## src/sv/jca_pkg.sv

```systemverilog
// shared types, constants and register codes of the joystick cursor accelerator
// used by every module of the block; depends on nothing

package jca_pkg;

    localparam int unsigned CfgIdxW  = 3;
    localparam int unsigned CfgDataW = 15;

    localparam int unsigned TimeW  = 32;
    localparam int unsigned AxisW  = 16;
    localparam int unsigned ScaleW = 6;
    localparam int unsigned ProdW  = 37;
    localparam int unsigned DivW   = 12;
    localparam int unsigned QuoW   = 16;
    localparam int unsigned LevelW = 4;

    // x / 1000 == (x * 67109) >> 26 for 0 <= x <= 32768
    localparam logic [16:0] RECIP_1000  = 17'd67109;
    localparam int unsigned RECIP_SHIFT = 26;
    localparam int unsigned RECIP_PW    = 33;

    localparam logic [DivW-1:0] RST_BASE_DIV   = 12'd350;
    localparam logic [7:0]      RST_ACCEL_STEP = 8'd30;
    localparam logic [14:0]     RST_DEAD_ZONE  = 15'd1000;
    localparam logic [LevelW-1:0] RST_ACCEL_MAX = 4'd10;

    typedef enum logic [CfgIdxW-1:0] {
        CFG_ENABLED    = 3'd0,
        CFG_DEAD_ZONE  = 3'd1,
        CFG_BASE_DIV   = 3'd2,
        CFG_ACCEL_STEP = 3'd3,
        CFG_ACCEL_MAX  = 3'd4
    } jca_cfg_idx_t;

    typedef struct packed {
        logic [TimeW-1:0]        now_ms;
        logic signed [AxisW-1:0] axis_x;
        logic signed [AxisW-1:0] axis_y;
    } jca_in_t;

    typedef struct packed {
        logic signed [AxisW-1:0] delta_x;
        logic signed [AxisW-1:0] delta_y;
        logic                    moved;
        logic [LevelW-1:0]       accel_level;
    } jca_out_t;

    typedef struct packed {
        logic load_in;
        logic scale;
        logic prod;
        logic axis_sel;
        logic div_start;
        logic store;
        logic commit;
    } jca_cmd_t;

    typedef struct packed {
        logic div_done;
    } jca_sts_t;

endpackage

```

## src/sv/jca_div.sv

```systemverilog
// serial restoring divider, one quotient bit per cycle, saturation flag
// for quotients of 2^16 and above; depends on jca_pkg

module jca_div (
    input  logic                       aclk,
    input  logic                       aresetn,
    input  logic                       start,
    input  logic [jca_pkg::ProdW-1:0]  dividend,
    input  logic [jca_pkg::DivW-1:0]   divisor,
    output logic                       done,
    output logic                       sat,
    output logic [jca_pkg::QuoW-1:0]   quotient
);
    import jca_pkg::*;

    logic              busy_reg, busy_next;
    logic              done_reg, done_next;
    logic              sat_reg, sat_next;
    logic [3:0]        cnt_reg, cnt_next;
    logic [DivW-1:0]   rem_reg, rem_next;
    logic [QuoW-1:0]   quo_reg, quo_next;
    logic [DivW:0]     trial;
    logic [DivW:0]     trial_sub;

    assign trial     = {rem_reg, quo_reg[QuoW-1]};
    assign trial_sub = trial - {1'b0, divisor};

    always_comb begin
        busy_next = busy_reg;
        done_next = 1'b0;
        sat_next  = sat_reg;
        cnt_next  = cnt_reg;
        rem_next  = rem_reg;
        quo_next  = quo_reg;
        if (start) begin
            if (dividend[ProdW-1:QuoW] >= {{(ProdW-QuoW-DivW){1'b0}}, divisor}) begin
                sat_next  = 1'b1;
                done_next = 1'b1;
            end else begin
                sat_next  = 1'b0;
                busy_next = 1'b1;
                cnt_next  = 4'd15;
                rem_next  = dividend[QuoW+DivW-1:QuoW];
                quo_next  = dividend[QuoW-1:0];
            end
        end else if (busy_reg) begin
            if (trial >= {1'b0, divisor}) begin
                rem_next = trial_sub[DivW-1:0];
                quo_next = {quo_reg[QuoW-2:0], 1'b1};
            end else begin
                rem_next = trial[DivW-1:0];
                quo_next = {quo_reg[QuoW-2:0], 1'b0};
            end
            cnt_next = cnt_reg - 4'd1;
            if (cnt_reg == 4'd0) begin
                busy_next = 1'b0;
                done_next = 1'b1;
            end
        end
    end

    always_ff @(posedge aclk) begin
        if (!aresetn) begin
            busy_reg <= 1'b0;
            done_reg <= 1'b0;
        end else begin
            busy_reg <= busy_next;
            done_reg <= done_next;
        end
        sat_reg <= sat_next;
        cnt_reg <= cnt_next;
        rem_reg <= rem_next;
        quo_reg <= quo_next;
    end

    assign done     = done_reg;
    assign sat      = sat_reg;
    assign quotient = quo_reg;

endmodule

```

## src/sv/jca_dp.sv

```systemverilog
// datapath: configuration registers, timestamp and level state, sample scaling,
// product and shared divider, result register; depends on jca_pkg, jca_div

module jca_dp (
    input  logic                         aclk,
    input  logic                         aresetn,
    input  logic                         cfg_wr_en,
    input  logic [jca_pkg::CfgIdxW-1:0]  cfg_index,
    input  logic [jca_pkg::CfgDataW-1:0] cfg_wdata,
    input  jca_pkg::jca_in_t             in_data,
    input  jca_pkg::jca_cmd_t            cmd,
    output jca_pkg::jca_sts_t            sts,
    output jca_pkg::jca_out_t            out_data
);
    import jca_pkg::*;

    logic              enabled_reg;
    logic [14:0]       dead_zone_reg;
    logic [DivW-1:0]   base_div_reg;
    logic [7:0]        accel_step_reg;
    logic [LevelW-1:0] accel_max_reg;

    logic [TimeW-1:0]  last_time_reg;
    logic [LevelW-1:0] accel_reg, accel_next;

    logic [TimeW-1:0]  now_reg;
    logic [TimeW-1:0]  diff_reg;
    logic              active_reg;
    logic [AxisW-1:0]  magx_reg, magy_reg;
    logic              sx_neg_reg, sy_neg_reg;
    logic [DivW-1:0]   div_reg;

    logic [TimeW-1:0]  emag_reg;
    logic              eneg_reg;
    logic [ScaleW-1:0] qx_reg, qy_reg;
    logic              okx_reg, oky_reg;

    logic [ProdW-1:0]  prod_reg;
    logic              neg_reg;

    logic signed [AxisW-1:0] dx_reg, dy_reg;
    jca_out_t          out_reg;

    logic [DivW-1:0]   step_prod;
    logic signed [DivW+1:0] div_s;
    logic [DivW-1:0]   div_clamp;
    logic [RECIP_PW-1:0] scale_x, scale_y;
    logic [ScaleW-1:0] q_sel;
    logic              ok_sel;
    logic [ProdW:0]    prod_full;
    logic              div_done, div_sat;
    logic [QuoW-1:0]   div_quo;
    logic signed [AxisW-1:0] delta;
    logic              moved;
    logic [LevelW:0]   level_inc;

    function automatic logic [AxisW-1:0] mag16(input logic [AxisW-1:0] v);
        return v[AxisW-1] ? (~v + 16'd1) : v;
    endfunction

    always_ff @(posedge aclk) begin
        if (!aresetn) begin
            enabled_reg    <= 1'b1;
            dead_zone_reg  <= RST_DEAD_ZONE;
            base_div_reg   <= RST_BASE_DIV;
            accel_step_reg <= RST_ACCEL_STEP;
            accel_max_reg  <= RST_ACCEL_MAX;
        end else if (cfg_wr_en) begin
            case (cfg_index)
                CFG_ENABLED:    enabled_reg    <= cfg_wdata[0];
                CFG_DEAD_ZONE:  dead_zone_reg  <= cfg_wdata[14:0];
                CFG_BASE_DIV:   base_div_reg   <= cfg_wdata[DivW-1:0];
                CFG_ACCEL_STEP: accel_step_reg <= cfg_wdata[7:0];
                CFG_ACCEL_MAX:  accel_max_reg  <= cfg_wdata[LevelW-1:0];
                default: ;
            endcase
        end
    end

    // divisor for the current level, clamped to at least one
    assign step_prod = DivW'(accel_step_reg) * DivW'(accel_reg);
    assign div_s     = $signed({2'b00, base_div_reg}) - $signed({2'b00, step_prod});
    assign div_clamp = (div_s < 14'sd1) ? 12'd1 : div_s[DivW-1:0];

    assign scale_x = RECIP_PW'(magx_reg) * RECIP_PW'(RECIP_1000);
    assign scale_y = RECIP_PW'(magy_reg) * RECIP_PW'(RECIP_1000);

    assign q_sel     = cmd.axis_sel ? qy_reg : qx_reg;
    assign ok_sel    = cmd.axis_sel ? oky_reg : okx_reg;
    assign prod_full = (ProdW+1)'(q_sel) * (ProdW+1)'(emag_reg);

    jca_div u_div (
        .aclk     (aclk),
        .aresetn  (aresetn),
        .start    (cmd.div_start),
        .dividend (prod_reg),
        .divisor  (div_reg),
        .done     (div_done),
        .sat      (div_sat),
        .quotient (div_quo)
    );

    // sign and 16-bit saturation of the quotient
    always_comb begin
        if (neg_reg) begin
            if (div_sat || div_quo > 16'd32768) begin
                delta = 16'sh8000;
            end else begin
                delta = $signed(~div_quo + 16'd1);
            end
        end else begin
            if (div_sat || div_quo > 16'd32767) begin
                delta = 16'sh7fff;
            end else begin
                delta = $signed(div_quo);
            end
        end
    end

    assign moved     = (dx_reg != '0) || (dy_reg != '0);
    assign level_inc = {1'b0, accel_reg} + 5'd1;

    always_comb begin
        if (!moved) begin
            accel_next = '0;
        end else if (level_inc > {1'b0, accel_max_reg}) begin
            accel_next = accel_max_reg;
        end else begin
            accel_next = level_inc[LevelW-1:0];
        end
    end

    always_ff @(posedge aclk) begin
        if (!aresetn) begin
            last_time_reg <= '0;
            accel_reg     <= '0;
        end else if (cmd.commit) begin
            last_time_reg <= now_reg;
            accel_reg     <= accel_next;
        end
    end

    always_ff @(posedge aclk) begin
        if (cmd.load_in) begin
            now_reg    <= in_data.now_ms;
            diff_reg   <= in_data.now_ms - last_time_reg;
            active_reg <= enabled_reg && (last_time_reg != '0);
            magx_reg   <= mag16(in_data.axis_x);
            magy_reg   <= mag16(in_data.axis_y);
            sx_neg_reg <= in_data.axis_x[AxisW-1];
            sy_neg_reg <= in_data.axis_y[AxisW-1];
            div_reg    <= div_clamp;
        end
        if (cmd.scale) begin
            emag_reg <= diff_reg[TimeW-1] ? (~diff_reg + 32'd1) : diff_reg;
            eneg_reg <= diff_reg[TimeW-1];
            qx_reg   <= scale_x[RECIP_SHIFT+ScaleW-1:RECIP_SHIFT];
            qy_reg   <= scale_y[RECIP_SHIFT+ScaleW-1:RECIP_SHIFT];
            okx_reg  <= magx_reg > {1'b0, dead_zone_reg};
            oky_reg  <= magy_reg > {1'b0, dead_zone_reg};
        end
        if (cmd.prod) begin
            prod_reg <= (active_reg && ok_sel) ? prod_full[ProdW-1:0] : '0;
            neg_reg  <= (cmd.axis_sel ? sy_neg_reg : sx_neg_reg) ^ eneg_reg;
        end
        if (cmd.store) begin
            if (cmd.axis_sel) begin
                dy_reg <= delta;
            end else begin
                dx_reg <= delta;
            end
        end
        if (cmd.commit) begin
            out_reg.delta_x     <= dx_reg;
            out_reg.delta_y     <= dy_reg;
            out_reg.moved       <= moved;
            out_reg.accel_level <= accel_next;
        end
    end

    assign sts.div_done = div_done;
    assign out_data     = out_reg;

endmodule

```

## src/sv/jca_ctrl.sv

```systemverilog
// controller: sequences scaling, product and the two divisions of one request,
// and holds the result valid flag; depends on jca_pkg

module jca_ctrl (
    input  logic               aclk,
    input  logic               aresetn,
    input  logic               s_valid,
    output logic               s_ready,
    output logic               m_valid,
    input  logic               m_ready,
    input  jca_pkg::jca_sts_t  sts,
    output jca_pkg::jca_cmd_t  cmd
);
    import jca_pkg::*;

    typedef enum logic [2:0] {
        ST_IDLE,
        ST_SCALE,
        ST_PROD,
        ST_DIV_GO,
        ST_DIV_WAIT,
        ST_COMMIT
    } state_t;

    state_t state_reg, state_next;
    logic   axis_reg, axis_next;
    logic   m_valid_reg, m_valid_next;
    logic   out_free;

    assign out_free = !m_valid_reg || m_ready;

    always_comb begin
        state_next   = state_reg;
        axis_next    = axis_reg;
        m_valid_next = m_valid_reg && !m_ready;
        cmd          = '0;
        cmd.axis_sel = axis_reg;
        case (state_reg)
            ST_IDLE: begin
                if (s_valid) begin
                    cmd.load_in = 1'b1;
                    axis_next   = 1'b0;
                    state_next  = ST_SCALE;
                end
            end
            ST_SCALE: begin
                cmd.scale  = 1'b1;
                state_next = ST_PROD;
            end
            ST_PROD: begin
                cmd.prod   = 1'b1;
                state_next = ST_DIV_GO;
            end
            ST_DIV_GO: begin
                cmd.div_start = 1'b1;
                state_next    = ST_DIV_WAIT;
            end
            ST_DIV_WAIT: begin
                if (sts.div_done) begin
                    cmd.store = 1'b1;
                    if (axis_reg) begin
                        state_next = ST_COMMIT;
                    end else begin
                        axis_next  = 1'b1;
                        state_next = ST_PROD;
                    end
                end
            end
            ST_COMMIT: begin
                if (out_free) begin
                    cmd.commit   = 1'b1;
                    m_valid_next = 1'b1;
                    state_next   = ST_IDLE;
                end
            end
            default: begin
                state_next = ST_IDLE;
            end
        endcase
    end

    always_ff @(posedge aclk) begin
        if (!aresetn) begin
            state_reg   <= ST_IDLE;
            axis_reg    <= 1'b0;
            m_valid_reg <= 1'b0;
        end else begin
            state_reg   <= state_next;
            axis_reg    <= axis_next;
            m_valid_reg <= m_valid_next;
        end
    end

    assign s_ready = (state_reg == ST_IDLE);
    assign m_valid = m_valid_reg;

endmodule

```

## src/sv/joystick_cursor_accelerator.sv

```systemverilog
// Joystick cursor accelerator: turns timestamped two-axis joystick samples into
// cursor movement with a rising acceleration level.
// Depends on jca_pkg, jca_ctrl, jca_dp (which holds jca_div).
//
// Input channel s_valid/s_ready/s_data carries one request: a millisecond
// timestamp and a signed sample per axis. Output channel m_valid/m_ready/m_data
// returns exactly one result per request: saturated x and y deltas, a moved flag
// and the acceleration level after the update.
// Configuration registers are written through cfg_wr_en/cfg_index/cfg_wdata,
// one register per cycle. The user must write them only while no request is
// in flight; the block itself does not enforce this. One request is processed
// at a time: a new one is accepted only after the last has been committed to
// the output register. The serial divider works on each axis in turn, and a
// saturating quotient skips the serial division.
// Reset (aresetn low, synchronous) clears the stored timestamp and level, loads
// the register defaults and empties the output register.
// While m_ready is low the finished result is held; the next request is still
// accepted and processed, and it waits before its result stage until the
// previous result has been taken.

module joystick_cursor_accelerator (
    input  logic                         aclk,
    input  logic                         aresetn,
    input  logic                         s_valid,
    output logic                         s_ready,
    input  jca_pkg::jca_in_t             s_data,
    output logic                         m_valid,
    input  logic                         m_ready,
    output jca_pkg::jca_out_t            m_data,
    input  logic                         cfg_wr_en,
    input  logic [jca_pkg::CfgIdxW-1:0]  cfg_index,
    input  logic [jca_pkg::CfgDataW-1:0] cfg_wdata
);
    import jca_pkg::*;

    jca_cmd_t cmd;
    jca_sts_t sts;

    jca_ctrl u_ctrl (
        .aclk    (aclk),
        .aresetn (aresetn),
        .s_valid (s_valid),
        .s_ready (s_ready),
        .m_valid (m_valid),
        .m_ready (m_ready),
        .sts     (sts),
        .cmd     (cmd)
    );

    jca_dp u_dp (
        .aclk      (aclk),
        .aresetn   (aresetn),
        .cfg_wr_en (cfg_wr_en),
        .cfg_index (cfg_index),
        .cfg_wdata (cfg_wdata),
        .in_data   (s_data),
        .cmd       (cmd),
        .sts       (sts),
        .out_data  (m_data)
    );

`ifndef SYNTHESIS
    // one request at a time
    assert property (@(posedge aclk) disable iff (!aresetn)
        (s_valid && s_ready) |=> !s_ready)
    else $error("request accepted while another is in flight");

    assert property (@(posedge aclk) disable iff (!aresetn)
        (m_valid && !m_data.moved) |-> (m_data.accel_level == '0))
    else $error("level not cleared on a still update");

    assert property (@(posedge aclk) disable iff (!aresetn)
        (m_valid && !m_data.moved) |-> (m_data.delta_x == '0 && m_data.delta_y == '0))
    else $error("moved flag disagrees with deltas");

    assert property (@(posedge aclk) disable iff (!aresetn)
        (m_valid && !m_ready) |=> (m_valid && $stable(m_data)))
    else $error("result changed while stalled");
`endif

endmodule
```

## config.mk

```make
export PLATFORM = sky130hd
export DESIGN_NAME = joystick_cursor_accelerator
export DESIGN_NICKNAME = d
export VERILOG_FILES = /design/src/sv/jca_pkg.sv /design/src/sv/jca_div.sv /design/src/sv/jca_dp.sv /design/src/sv/jca_ctrl.sv /design/src/sv/joystick_cursor_accelerator.sv
export SDC_FILE = /design/constraint.sdc
export NUM_CORES = 2
export LEC_CHECK = 0
export ABC_AREA = 1
export BUFFER_PORTS_ARGS = -buffer_cell sky130_fd_sc_hd__buf_2
export CORE_ASPECT_RATIO = 0.8
export CORE_MARGIN = 5
export CORE_UTILIZATION = 23
export DETAILED_ROUTE_END_ITERATION = 10
export PLACE_DENSITY_LB_ADDON = 0.3
export SYNTH_ARGS = -nofsm -noshare
export SYNTH_HDL_FRONTEND = slang
export SYNTH_SLANG_ARGS = --single-unit
```

## constraint.sdc

```tcl
create_clock -name aclk -period 7.2 [get_ports aclk]
set_input_delay 1.44 -clock aclk [delete_from_list [all_inputs] [get_ports aclk]]
set_output_delay 1.44 -clock aclk [all_outputs]
set_load 0.005 [all_outputs]
```

Word-level counts from Yosys, hierarchy flattened
Index checks and enable logic that the tools add are counted.

Output and inout port bits: 39. Word-level logic and storage cells: 157. Register bits after elaboration: 381.

Bitwise gates (word level): 6. Mux-type cells: 49. Multiply operators: 4. Eq/ne operators: 13. Add/subtract/negate cells: 9. Reduce and logical (&&, ||, !) cells: 27. Magnitude comparators: 8.

Operators with widths (count): $mux 16 (6); $mul 16x17->32 const B (2); $add 16x1->16 const B (3); $mux 12 (4); $not 16->16 (3); $mul 6x32->37 (1); $add 32x1->32 const B (1); $gt 16x15->1 (2); $not 32->32 (1); $reduce_bool 16->1 (2); $reduce_bool 32->1 (1); $sub 32x32->32 (1); $mux 31 (1); $mux 15 (2); $mux 1 (24); $ge 21x12->1 (1); $mux 4 (5); $pmux 3 s6 (1); $gt 16x15->1 const B (1); $gt 16x16->1 const B (1); $reduce_and 2->1 (8); $lt 14x2->1 const B (1); $ge 13x12->1 (1); $sub 12x12->13 (1); other kinds (22) (42).

Logic depth before layout (Yosys ltp)
Depth after elaboration: 4. Depth in mapped cells: 25. Gate-level depth less buffers: 25.

By module
A second synthesis with hierarchy kept.

Cells, all modules: 4033. Area, all modules: 33876.2 sq um.

Modules (own cells, without submodules): jca_dp (seq. area each 9479.1 sq um, times used 1, area an instance 30630.6 sq um, cells an instance 3585); jca_div (seq. area each 1031.0 sq um, times used 1, area an instance 2929.1 sq um, cells an instance 397); jca_ctrl (seq. area each 100.1 sq um, times used 1, area an instance 316.6 sq um, cells an instance 51).

Worst setup path before layout
Ideal clock, no wire load.

Path kind: input-to-reg. From: input port s_valid. To: register u_dp.active_reg, enable pin. Setup slack: 0.552 ns. Data arrival time: 6.067 ns. Cell stages on the path: 2. Buffers on the path: 0. Cell sequence: inv_1 > nor2_1.

RTL lines: start: declaration (line joystick_cursor_accelerator.sv:24) `input logic s_valid,`; end signal: assignment (line jca_dp.sv:147) `active_reg <= enabled_reg && (last_time_reg != '0);`; end: declaration (line jca_dp.sv:28) `logic active_reg;`.

Worst setup path in the final report
From: register u_ctrl.axis_reg. To: register u_dp.prod_reg[34] (data pin).

Cells in the longest elaborated chain, start to end: 2.

Ends and longest elaborated chain: start: declaration (line jca_ctrl.sv:26) `logic axis_reg, axis_next;`; start signal: assignment (line jca_ctrl.sv:89) `axis_reg <= axis_next;`; $mux 6 or $mux 1 (tied branches) (line jca_dp.sv:88, jca_dp.sv:89); $mul 6x32->37 or $logic_and 1x1->1 (tied branches) (line jca_dp.sv:90, jca_dp.sv:163); end signal: assignment (line jca_dp.sv:163) `prod_reg <= (active_reg && ok_sel) ? prod_full[ProdW-1:0] : '0;`; end: declaration (line jca_dp.sv:38) `logic [ProdW-1:0] prod_reg;`.

Several ways; a longest one is shown, not always the timed one. A chain may end at the register's enable or synchronous reset.

==> flow_metrics.py <==
metrics = {
    "floorplanning": {
        "die_w_um": 436.3,
        "dieArea_um2": 153200,
        "core_region_area_um2": 144800,
        "fp.dieH_um": 351.0,
        "row_count": 125,
        "start_util": 0.2309,
        "ios": 126,
    },
    "sta": {
        "clock_skew_ns": 0.01450,
        "final.period_utilization": 0.7428,
        "fin_tns_setup_ns": 0,
        "setup_slack_ns": 1.852,
        "hold_viol": 0,
        "fin_crit_ns": 5.348,
        "drv_slew": 0,
        "worst_pin_slew_ns": 1.091,
        "setup_viol": 0,
        "rsz0062_at_grt": "false",
        "clock.fmax_mhz": 187.0,
        "slew_headroom": 0.2698,
    },
    "place": {
        "io_buffers": 125,
        "hpwlAfterDp_um": 74120,
        "routabilityCongestion": 0.8877,
        "pre_cts_ws_ns": 1.924,
    },
    "grt": {
        "grt_antenna_before_repair": 7,
        "grt_max_degree": 79,
        "gr-total-overflow": 0,
        "grtUsageTotal": 0.1177,
        "grt_pass1_wl_um": 144700,
        "grt_pass1_vias": 25568,
    },
    "critical_path": {
        "reg2reg_slack_ns": 1.85,
        "r2r-start": "u_ctrl.axis_reg$_SDFFE_PN0P_",
        "cp_slowest_cell": "fa_1",
        "reg2regPathDepth": 17,
        "crit_required_ns": 7.55,
        "critPathKind": "reg -> reg",
        "critPathLaunchType": "flip-flop",
        "crit_chain": "inv_1 -> or2_2 -> nand2_1 -> inv_1 -> nand2_1 -> fa_1 -> fa_1 -> fa_1 -> inv_1 -> ha_1 -> nand2_1 -> o21ai_0 -> a21oi_1 -> nand2_1 -> nand2_1 -> a21oi_1 -> nor2_1",
        "cp-end-kind": "flip-flop",
        "cp.arrival_ns": 5.70,
        "crit_top_cell": "nand2_1",
        "critPathMaxFanout": 20,
        "r2r-end": "u_dp.prod_reg[34]$_SDFFCE_PN0P_",
        "cp_slowest_stage_delay_ns": 0.56,
        "startpoint": "u_ctrl.axis_reg$_SDFFE_PN0P_",
    },
    "logic_synthesis": {
        "muxShareOfSynthArea": 0,
        "seq_area_frac_synth": 0.3173,
        "synth_seq_cells": 381,
        "synth_top_family_by_area": "adder cells",
        "synth_xor_area_frac": 0.02777,
        "async_flop_share": 0,
        "syn-mean-instance-area_um2": 8.425,
        "synth_compound_area_frac": 0.08752,
        "ys.flop_type": "edfxtp_1",
        "synthAdderAreaFrac": 0.2902,
        "syn_area_um2": 33440,
        "synth_cell_types": 51,
        "yosys_warnings": 0,
        "synthesis.nets": 4699,
        "synth_edf_count": 298,
        "synthCells": 3969,
        "synth-simple-area-share": 0.1852,
    },
    "clock_tree": {
        "cts_root_buf": "clkbuf_16",
        "cts.repair.resized": 0,
        "cts_buffers": 41,
        "cts.sink_count": 381,
        "clk_path_buf_depth": 3,
        "cts_tree": "built",
        "cts_setup_buffers": 0,
        "worstSkewPairLatency_ns": 0.59,
        "clkTransAtPathRegs_ns": 0.07,
        "postCtsHoldBufs": 0,
        "htreeDepth": 2,
    },
    "run_status": {
        "outcome": "finished, final reports clean",
    },
    "flow_run": {
        "cap_violations": 0,
    },
    "cells_and_area": {
        "seqCellArea_um2": 10610,
        "nNetsFinal": 4820,
        "layout-drive-gt1-share": 0.05968,
        "antenna_cells": 0,
        "utilization": 0.2604,
        "n_fill_cell": 15724,
        "multi_input_area_um2": 19790,
        "syn2layout_area_growth_pct": 12.79,
    },
    "worst_hold_path": {
        "hold_depth": 0,
        "hold_path_end": "u_dp.out_data[13]$_DFFE_PP_",
        "min-delay-start": "u_dp.dy_reg[8]$_DFFE_PP_",
        "worstHoldPathType": "reg -> reg",
    },
    "route": {
        "route.vias.total": 25815,
        "drt-pass1-iter-count": 7,
        "first_iter_violations": 1517,
        "vias_per_cell": 4.283,
        "wl_per_cell_um": 14.96,
        "drt-total-wl_um": 90140,
        "drc_errors": 0,
        "ant_nets": 0,
    },
}
-- layer usage --
layer | GRT usage | vias up | share of wire
li1 | - | 13150 | -
met1 | 0.1810 | 12024 | 0.54
met2 | 0.1727 | 561 | 0.40
met3 | 0.02170 | 72 | 0.055
met4 | 0.01828 | 8 | 0.013
met5 | 0 | - | 0.00082
-- critical path, delay by kind of cell, from the launching register on --
family	cells	cell delay, ns
buf+inv	3	0.71
simple gates	7	1.41
compound gates	3	0.60
fa+ha+maj	4	1.85
flops	1	0.53
-- synth_stat cells (3+ instances only) --
| cell type | count | area, µm² |
|---|---|---|
| clkbuf_1 | 52 | 195.2 |
| xnor2_1 | 25 | 219.0 |
| nor4_1 | 29 | 181.4 |
| inv_2 | 3 | 11.26 |
| clkinv_1 | 4 | 15.01 |
| inv_1 | 745 | 2796 |
| a21oi_1 | 252 | 1261 |
| ha_1 | 422 | 5280 |
| o211ai_1 | 15 | 112.6 |
| a21o_1 | 15 | 112.6 |
| a21boi_0 | 3 | 22.52 |
| nand3_1 | 140 | 700.7 |
| fa_1 | 221 | 4424 |
| nor3b_1 | 3 | 22.52 |
| nand3b_1 | 12 | 90.09 |
| o21a_1 | 8 | 60.06 |
| nor2_2 | 3 | 18.77 |
| o221ai_1 | 3 | 26.28 |
| nand4_1 | 60 | 375.4 |
| nor3_1 | 47 | 235.2 |
| edfxtp_1 | 298 | 8949 |
| xor2_1 | 81 | 709.4 |
| nor2_1 | 386 | 1449 |
| a31oi_1 | 6 | 37.54 |
| or2_2 | 16 | 100.1 |
| o21ai_0 | 207 | 1036 |
| nand2_1 | 769 | 2887 |
| o21bai_1 | 12 | 90.09 |
| buf_2 | 7 | 35.03 |
| o21ai_1 | 15 | 75.07 |
| dfxtp_1 | 83 | 1662 |
-- layout by cell type (no fill, tap or decap), types with 83 or more instances in the layout --
cell | synthesis | final
nand2_1 | 769 | 769
inv_1 | 745 | 745
ha_1 | 422 | 422
nor2_1 | 386 | 385
edfxtp_1 | 298 | 298
a21oi_1 | 252 | 251
fa_1 | 221 | 221
o21ai_0 | 207 | 206
nand3_1 | 140 | 140
buf_2 | 7 | 125
dfxtp_1 | 83 | 83
-- cell type report --
class | instances | share of cell area
Clock buffer | 48 | 0.02846
Sequential cell | 381 | 0.2813
Clock inverter | 27 | 0.007929
Multi-Input combinational cell | 2774 | 0.5247
Inverter | 752 | 0.07484
Tap cell | 1905 | 0.06320
Timing Repair Buffer | 140 | 0.01957
-- how the worst max path moves through the flow --
stage          cells past startpoint                              end
2_1_floorplan                      2        u_dp.active_reg$_DFFE_PP_
3_3_place_gp                      20  u_dp.prod_reg[33]$_SDFFCE_PN0P_
3_5_place_dp                      17  u_dp.prod_reg[21]$_SDFFCE_PN0P_
4_1_cts                           22  u_dp.prod_reg[25]$_SDFFCE_PN0P_
5_1_grt                           19  u_dp.prod_reg[35]$_SDFFCE_PN0P_
6_report                          17  u_dp.prod_reg[34]$_SDFFCE_PN0P_
-- kinds of logic (layout without fill, tap and decap cells) --
kind of cell | Yosys count | count (layout)
buffers and inverters | 814 | 967
and+or+nand+nor | 1478 | 1478
DFF | 381 | 381
AOI/OAI and AO/OA | 547 | 547
xor gates and xnor gates | 106 | 106
adders and majority gates | 643 | 643
-- metrics by stage --
step	area [µm²]	hold slack [ns]	cells
5_1_grt	37710	0.4629	6027
6_report	37710	0.4470	6027
3_3_place_gp	36340	0.4367	5952
2_1_floorplan	33440	0.4244	3969
4_1_cts	37710	0.4384	6027
3_5_place_dp	36340	0.4354	5952
Power is left out: the tool's default activity adds up to more than one toggle a clock period on the data nets, which glitch-free logic cannot reach.
